### config.mk
export PLATFORM = sky130hd
export DESIGN_NAME = hid_report_key_event_queue
export DESIGN_NICKNAME = d
export VERILOG_FILES = /design/src/hdl/hrkq_pkg.sv /design/src/hdl/hrkq_ram.sv /design/src/hdl/hid_report_key_event_queue.sv
export SDC_FILE = /design/constraint.sdc
export NUM_CORES = 1
export LEC_CHECK = 0
export BUFFER_PORTS_ARGS = -buffer_cell sky130_fd_sc_hd__buf_2
export CAP_MARGIN = 15
export CORE_UTILIZATION = 50
export CTS_CLUSTER_SIZE = 25
export DETAILED_ROUTE_END_ITERATION = 6
export PLACE_DENSITY_LB_ADDON = 0.08
export SLEW_MARGIN = 10
export SYNTH_ARGS = -nofsm -noshare
export SYNTH_HDL_FRONTEND = slang
export SYNTH_SLANG_ARGS = --single-unit
### constraint.sdc
create_clock -name clock -period 3.6 [get_ports clock]
set_clock_uncertainty 0.1 [all_clocks]
set_input_delay 0.18 -clock clock [delete_from_list [all_inputs] [get_ports clock]]
set_output_delay 0.18 -clock clock [all_outputs]
set_load 0.01 [all_outputs]
### src/hdl/hrkq_pkg.sv
// Shared types and constants for the HID report key event queue.
`default_nettype none

package hrkq_pkg;

   localparam int QUEUE_DEPTH_DEF  = 16;
   localparam int REPORT_BYTES_DEF = 8;
   localparam int KEY_INPUTS       = 6;
   localparam int KEY_OFFSET       = 2;

   localparam logic OP_REPORT = 1'b0;
   localparam logic OP_POP    = 1'b1;

   typedef struct packed {
      logic       opcode;
      logic [3:0] report_length;
      logic [7:0] modifier_byte;
      logic [7:0] key_0;
      logic [7:0] key_1;
      logic [7:0] key_2;
      logic [7:0] key_3;
      logic [7:0] key_4;
      logic [7:0] key_5;
   } req_type;

   typedef struct packed {
      logic       event_valid;
      logic       event_pressed;
      logic [7:0] event_usage;
      logic [7:0] event_modifiers;
   } rsp_type;

   // One queue entry.
   typedef struct packed {
      logic       pressed;
      logic [7:0] usage;
      logic [7:0] mods;
   } event_type;

endpackage

`default_nettype wire

### src/hdl/hrkq_ram.sv
// Generic single-write, single-read RAM with registered read data.
`default_nettype none

module hrkq_ram #(
   parameter int WIDTH = 8,
   parameter int DEPTH = 16
) (
   input  wire logic                     clock,
   input  wire logic                     wr_en,
   input  wire logic [$clog2(DEPTH)-1:0] wr_addr,
   input  wire logic [WIDTH-1:0]         wr_data,
   input  wire logic [$clog2(DEPTH)-1:0] rd_addr,
   output logic      [WIDTH-1:0]         rd_data
);

   logic [WIDTH-1:0] mem_ff [DEPTH];
   logic [WIDTH-1:0] rd_data_ff;

   assign rd_data = rd_data_ff;

   always_ff @(posedge clock) begin
      if (wr_en) begin
         mem_ff[wr_addr] <= wr_data;
      end
      rd_data_ff <= mem_ff[rd_addr];
   end

endmodule

`default_nettype wire

### src/hdl/hid_report_key_event_queue.sv
// Top level: boot-keyboard report differ feeding a key event queue.
//
// Usage
//   req_* carries one transaction per report or pop request (valid/ready).
//   A report (opcode report, nonzero length) latches the modifier byte and
//   compares the new key slots against the previous ones, one slot per
//   cycle through a single shared membership compare unit: first a release
//   pass over the old slots, then a press pass over the new slots. Each
//   event found is written to the queue RAM in the same cycle, or dropped
//   when the queue is full; a zero-length report starts no pass.
//   A pop produces one rsp_* transaction: the oldest event, or an all-zero
//   result with event_valid low when the queue is empty. The RAM is read at
//   the accepting edge, then the result is loaded into the output register,
//   which raises rsp_valid. req_ready is low while a report or pop is in
//   progress.
//   The result sits in an output register; a stalled receiver holds it, and
//   the block keeps accepting reports meanwhile. A second pop waits in its
//   load state until the held result is taken.
//   Reset (synchronous, active high) empties the queue, clears the stored
//   key slots and modifiers, and drops any pending result.
`default_nettype none

module hid_report_key_event_queue
   import hrkq_pkg::*;
#(
   parameter int QUEUE_DEPTH  = QUEUE_DEPTH_DEF,
   parameter int REPORT_BYTES = REPORT_BYTES_DEF
) (
   input  wire logic    clock,
   input  wire logic    reset,
   input  wire logic    req_valid,
   output logic         req_ready,
   input  wire req_type req_data,
   output logic         rsp_valid,
   input  wire logic    rsp_ready,
   output rsp_type      rsp_data
);

   localparam int KEY_SLOTS = REPORT_BYTES - 2;
   localparam int SLOT_W    = (KEY_SLOTS > 1) ? $clog2(KEY_SLOTS) : 1;
   localparam int PTR_W     = $clog2(QUEUE_DEPTH);
   localparam int EVT_W     = $bits(event_type);

   // Sequencer states
   localparam logic [1:0] ST_IDLE = 2'd0;
   localparam logic [1:0] ST_REL  = 2'd1;  // release pass over old slots
   localparam logic [1:0] ST_PRS  = 2'd2;  // press pass over new slots
   localparam logic [1:0] ST_POP  = 2'd3;  // RAM data ready, load result

   logic [1:0]        state_ff, state_in;
   logic [SLOT_W-1:0] slot_ff, slot_in;
   logic [PTR_W-1:0]  wptr_ff, wptr_in;
   logic [PTR_W-1:0]  rptr_ff, rptr_in;
   logic [7:0]        mods_ff, mods_in;
   logic [7:0]        prev_ff  [KEY_SLOTS];
   logic [7:0]        fresh_ff [KEY_SLOTS];
   logic              rsp_valid_ff, rsp_valid_in;
   rsp_type           rsp_ff, rsp_in;

   logic [7:0]        key_in   [KEY_INPUTS];
   logic [7:0]        fresh_in [KEY_SLOTS];

   logic              req_xact, rsp_xact;
   logic              last_slot, in_rel;
   logic [7:0]        code;
   logic              hit;
   logic              full;
   logic              push;
   logic [PTR_W-1:0]  wptr_nxt;
   event_type         wr_event;
   event_type         rd_event;
   logic [EVT_W-1:0]  rd_word;

   assign req_xact = req_valid && req_ready;
   assign rsp_xact = rsp_valid_ff && rsp_ready;

   assign req_ready = (state_ff == ST_IDLE);
   assign rsp_valid = rsp_valid_ff;
   assign rsp_data  = rsp_ff;

   assign key_in[0] = req_data.key_0;
   assign key_in[1] = req_data.key_1;
   assign key_in[2] = req_data.key_2;
   assign key_in[3] = req_data.key_3;
   assign key_in[4] = req_data.key_4;
   assign key_in[5] = req_data.key_5;

   // Bytes at or past the report length read as zero; slots past the last
   // key input are always empty.
   for (genvar i = 0; i < KEY_SLOTS; i++) begin : g_fresh
      if (i < KEY_INPUTS) begin : g_key
         assign fresh_in[i] = ((5'(i) + 5'(KEY_OFFSET)) < {1'b0, req_data.report_length})
                              ? key_in[i] : 8'd0;
      end else begin : g_none
         assign fresh_in[i] = 8'd0;
      end
   end

   // Shared membership compare: the code under test comes from the slot
   // being walked, the lookup table is the other report.
   assign in_rel    = (state_ff == ST_REL);
   assign code      = in_rel ? prev_ff[slot_ff] : fresh_ff[slot_ff];
   assign last_slot = (slot_ff == SLOT_W'(KEY_SLOTS - 1));

   always_comb begin
      hit = 1'b0;
      for (int j = 0; j < KEY_SLOTS; j++) begin
         hit = hit | ((in_rel ? fresh_ff[j] : prev_ff[j]) == code);
      end
   end

   // Ring pointer arithmetic; one entry is kept free to tell full from empty.
   assign wptr_nxt = (wptr_ff == PTR_W'(QUEUE_DEPTH - 1)) ? '0 : wptr_ff + 1'b1;
   assign full     = (wptr_nxt == rptr_ff);
   assign push     = ((state_ff == ST_REL) || (state_ff == ST_PRS))
                     && (code != 8'd0) && !hit && !full;

   assign wr_event.pressed = (state_ff == ST_PRS);
   assign wr_event.usage   = code;
   assign wr_event.mods    = mods_ff;

   hrkq_ram #(
      .WIDTH (EVT_W),
      .DEPTH (QUEUE_DEPTH)
   ) u_ram (
      .clock   (clock),
      .wr_en   (push),
      .wr_addr (wptr_ff),
      .wr_data (wr_event),
      .rd_addr (rptr_ff),
      .rd_data (rd_word)
   );

   assign rd_event = event_type'(rd_word);

   always_comb begin
      state_in     = state_ff;
      slot_in      = slot_ff;
      wptr_in      = push ? wptr_nxt : wptr_ff;
      rptr_in      = rptr_ff;
      mods_in      = mods_ff;
      rsp_valid_in = rsp_xact ? 1'b0 : rsp_valid_ff;
      rsp_in       = rsp_ff;

      case (state_ff)
         ST_IDLE: begin
            if (req_xact) begin
               if (req_data.opcode == OP_POP) begin
                  state_in = ST_POP;
               end else if (req_data.report_length != 4'd0) begin
                  mods_in  = req_data.modifier_byte;
                  slot_in  = '0;
                  state_in = ST_REL;
               end
            end
         end
         ST_REL: begin
            if (last_slot) begin
               slot_in  = '0;
               state_in = ST_PRS;
            end else begin
               slot_in = slot_ff + 1'b1;
            end
         end
         ST_PRS: begin
            if (last_slot) begin
               state_in = ST_IDLE;
            end else begin
               slot_in = slot_ff + 1'b1;
            end
         end
         ST_POP: begin
            // Wait here while an earlier result is still held.
            if (!rsp_valid_ff || rsp_ready) begin
               rsp_valid_in = 1'b1;
               state_in     = ST_IDLE;
               if (rptr_ff == wptr_ff) begin
                  rsp_in = '0;
               end else begin
                  rsp_in.event_valid     = 1'b1;
                  rsp_in.event_pressed   = rd_event.pressed;
                  rsp_in.event_usage     = rd_event.usage;
                  rsp_in.event_modifiers = rd_event.mods;
                  rptr_in = (rptr_ff == PTR_W'(QUEUE_DEPTH - 1)) ? '0 : rptr_ff + 1'b1;
               end
            end
         end
         default: begin
            state_in = ST_IDLE;
         end
      endcase
   end

   always_ff @(posedge clock) begin
      if (reset) begin
         state_ff     <= ST_IDLE;
         slot_ff      <= '0;
         wptr_ff      <= '0;
         rptr_ff      <= '0;
         mods_ff      <= '0;
         rsp_valid_ff <= 1'b0;
      end else begin
         state_ff     <= state_in;
         slot_ff      <= slot_in;
         wptr_ff      <= wptr_in;
         rptr_ff      <= rptr_in;
         mods_ff      <= mods_in;
         rsp_valid_ff <= rsp_valid_in;
      end
   end

   always_ff @(posedge clock) begin
      rsp_ff <= rsp_in;
   end

   // New report slots are captured at acceptance.
   always_ff @(posedge clock) begin
      if (req_xact && (req_data.opcode == OP_REPORT)) begin
         for (int k = 0; k < KEY_SLOTS; k++) begin
            fresh_ff[k] <= fresh_in[k];
         end
      end
   end

   // Old slots take the new report once the press pass ends.
   always_ff @(posedge clock) begin
      if (reset) begin
         for (int k = 0; k < KEY_SLOTS; k++) begin
            prev_ff[k] <= 8'd0;
         end
      end else if ((state_ff == ST_PRS) && last_slot) begin
         for (int k = 0; k < KEY_SLOTS; k++) begin
            prev_ff[k] <= fresh_ff[k];
         end
      end
   end

endmodule

`default_nettype wire

==> metrics <==
post-synthesis sequential area ratio 65.03%; yosys warns 0; fin crit share 97.98%; Clock Pin Slew Worst Setup and Hold Paths 0.06 ns; Residual DRC 0; drt first pass iters 5; setup TNS 0 ns; Avg WL per Cell 25.25 um; cell count after placement 1,825; die height 197.5 um; vias post-DR 11.58k; die width 197.5 um; Max Root-Sink Buffers 3; VDD IR max 0.0004204 V; WL final 50,710 um; Slew headroom 40.60%; number of global-route vias before repair 11.51k; largest net degree at the start of global routing 74; Data arrival, critical path 3.76 ns; Tot GR Track Use 26.06%; Hold Crit Start req_data[59]; Cells after Synth 1,168; vias per cell 5.766; H-Tree Depth 2; Post-synth EDFFs 386; Synthesized Nets 1,244; Pins Over Slew Limit 0; worst-margin pin slew 0.8898 ns; # IOs 85; crit path max fanout 17; CTS tree yes; outcome finished, final reports clean; CP endpoint kind register; P_leak 8.033 nW; Yosys reg bits 428; Unique masters post-synth 72; mean area per synthesized cell 16.37 um2; dominant synthesized flop cell edfxtp_1; non-filler instance count after layout 2,008; initial core utilization 50.76%; first-pass GRT wire length 72,460 um; total core area 37,670 um2; CP Launch Type register; fmax 283.5 MHz; async set-or-reset flop fraction in the synthesized netlist 0%; antenna violations before repair 0; setup ws final 0.07283 ns; Final min period 3.527 ns; Max-cap violations 0; CTS Buf Count 45; Congestion Overflow GR 0; Clk Latency, worst-skew pair 0.59 ns; HPWL Detailed 33,840 um; Power Dens Cells 644.1 nW/um2; Iteration-0 DRC Markers 746; RSZ-0062 raised after global routing yes; Final setup viols 0; # rows 71; GPL Wtd Cong 0.9356; Root Buffer clkbuf_16; CP required 3.84 ns; worst slack, placed -0.1347 ns; mapped cell area 19,120 um2; Die ar. 39,020 um2; synthesis-to-layout area growth 23.02%; kind of critical path reg -> reg; final hold vios 0; Sink Count 428; hold crit path type in -> reg; share of cells above drive strength 1 30.41%; # port buffers 84; Final ANT Viol Nets 0; Nets 1,538
layer usage:
| layer | global-route usage, % | vias up | share of wire (%) | wire length [um] |
|---|---|---|---|---|
| li1 | - | 5209 | - | - |
| met1 | 31.06 | 5889 | 38 | 19260 |
| met2 | 46.88 | 372 | 53 | 26790 |
| met3 | 3.620 | 108 | 4.8 | 2423 |
| met4 | 11.57 | 0 | 4.4 | 2232 |
| met5 | 0 | - | 0 | 0 |
worst paths after layout:
path	endpoint	slack [ns]	depth (start not counted)
max	u_ram.mem_ff[5][4]	0.07	14
min reg2reg	register	0.39	2
max reg2reg	u_ram.mem_ff[5][4]	0.07	14
min	fresh_ff[5][1]	0.02	2
power breakdown:
group          leakage [nW]  total (mW)  internal [mW]  switching [mW]
Sequential             3.95        6.44           6.20           0.236
Clock                 0.649        4.25           2.34            1.91
Combinational          3.44        4.46           1.97            2.49
Total                  8.03        15.1           10.5            4.63
layout make-up:
class	count	area, um2
fill	2810	14150
sequential	428	12440
inverter	21	78.83
antenna	1	2.502
clock inverter	22	135.1
clock buffer	59	1189
timing repair buffer	295	2374
multi-input combinational	671	6660
tap	511	639.4
state kept, by name, indices dropped and copies added (netlist names), named ones only:
signal and count:
rsp_valid 1, wptr_ff 4, rptr_ff 4, rsp_data 18
prev_ff 48, mods_ff 8, slot_ff 3, fresh_ff 48
u_ram.rd_data 17, u_ram.mem_ff 272, state_ff 2
repair_timing:
item	CTS	global route
gates cloned	0	10
hold buffers	68	0
gates resized for setup	6	46
setup buffers	1	23
hold endpoints to repair	66	0
pin swaps	0	19
setup endpoints to repair	272	272
cell usage in the layout, fill, tap and decap left out, types with 5 or more instances in the layout:
cell type,count
mux2i_2,5
buf_4,125
mux2_2,8
dfxtp_1,38
a31oi_1,9
clkinv_1,12
nor2b_1,37
nand3b_1,5
edfxtp_1,386
ha_1,10
buf_2,84
a22oi_1,6
inv_1,20
nand2b_1,5
nand2_1,16
nand3_1,11
a21oi_1,18
clkbuf_16,45
mux4_2,95
o21ai_0,19
nor2_1,45
and3_1,8
buf_12,15
xnor2_1,30
nand4_1,6
xor2_1,27
and3_4,16
clkinv_2,6
nor3_1,18
mux2i_1,96
and2_1,78
a211oi_1,5
dlygate4sd3_1,68
or3_1,5
clkbuf_1,13
stage by stage:
stage | hold WS (ns) | util (%) | power [mW] | area, um2
after floorplan | 0.2274 | - | 8.762 | 19130
after global placement | 0.3162 | 55.70 | 10.41 | 20980
after detailed placement | 0.3253 | 55.70 | 10.44 | 20980
after CTS | 0.01210 | 61.10 | 14.77 | 23020
after global routing | 0.04336 | 62.44 | 15.73 | 23520
final | 0.02245 | 62.44 | 15.15 | 23520
synthesized netlist by cell type (8+ instances only):
cell type,number,area [um2]
nor3_1,19,95.09
mux2i_1,101,1011
buf_1,8,30.03
mux4_2,95,2140
and3_1,17,106.4
inv_1,21,78.83
a21oi_1,18,90.09
ha_1,11,137.6
edfxtp_1,386,11590
and2_1,79,494.2
a31oi_1,9,56.30
nand2_1,17,63.81
nand3_1,11,55.05
mux2_2,8,90.09
xnor2_1,31,271.5
buf_2,9,45.04
nor2_1,47,176.4
o21ai_0,19,95.09
buf_4,8,60.06
o22ai_1,8,50.05
clkbuf_1,28,105.1
xor2_1,27,236.5
nor2b_1,39,244.0
dfxtp_1,42,840.8
worst max-delay path, stage by stage (launching register included):
cell,delay [ns]
dfxtp_4,0.37
buf_12,0.14
buf_12,0.12
buf_4,0.12
mux2i_1,0.25
o22ai_2,0.18
buf_4,0.17
or2_2,0.30
mux2_2,0.28
nor4_2,0.33
nand4_1,0.23
nand4_4,0.20
nor2_4,0.10
and3_1,0.22
buf_12,0.16
logic make-up after synthesis:
kind of cell	after synthesis	share of synthesized area [%]
adder cells (fa/ha/maj)	11	0.7199
XOR/XNOR	58	2.657
AND/OR/NAND/NOR	272	8.161
flip-flops	428	65.03
multiplexers	204	16.95
buffers and inverters	79	2.009
AO/OA/AOI/OAI	116	4.477
Note: power is estimated with default switching activity, not from simulation.
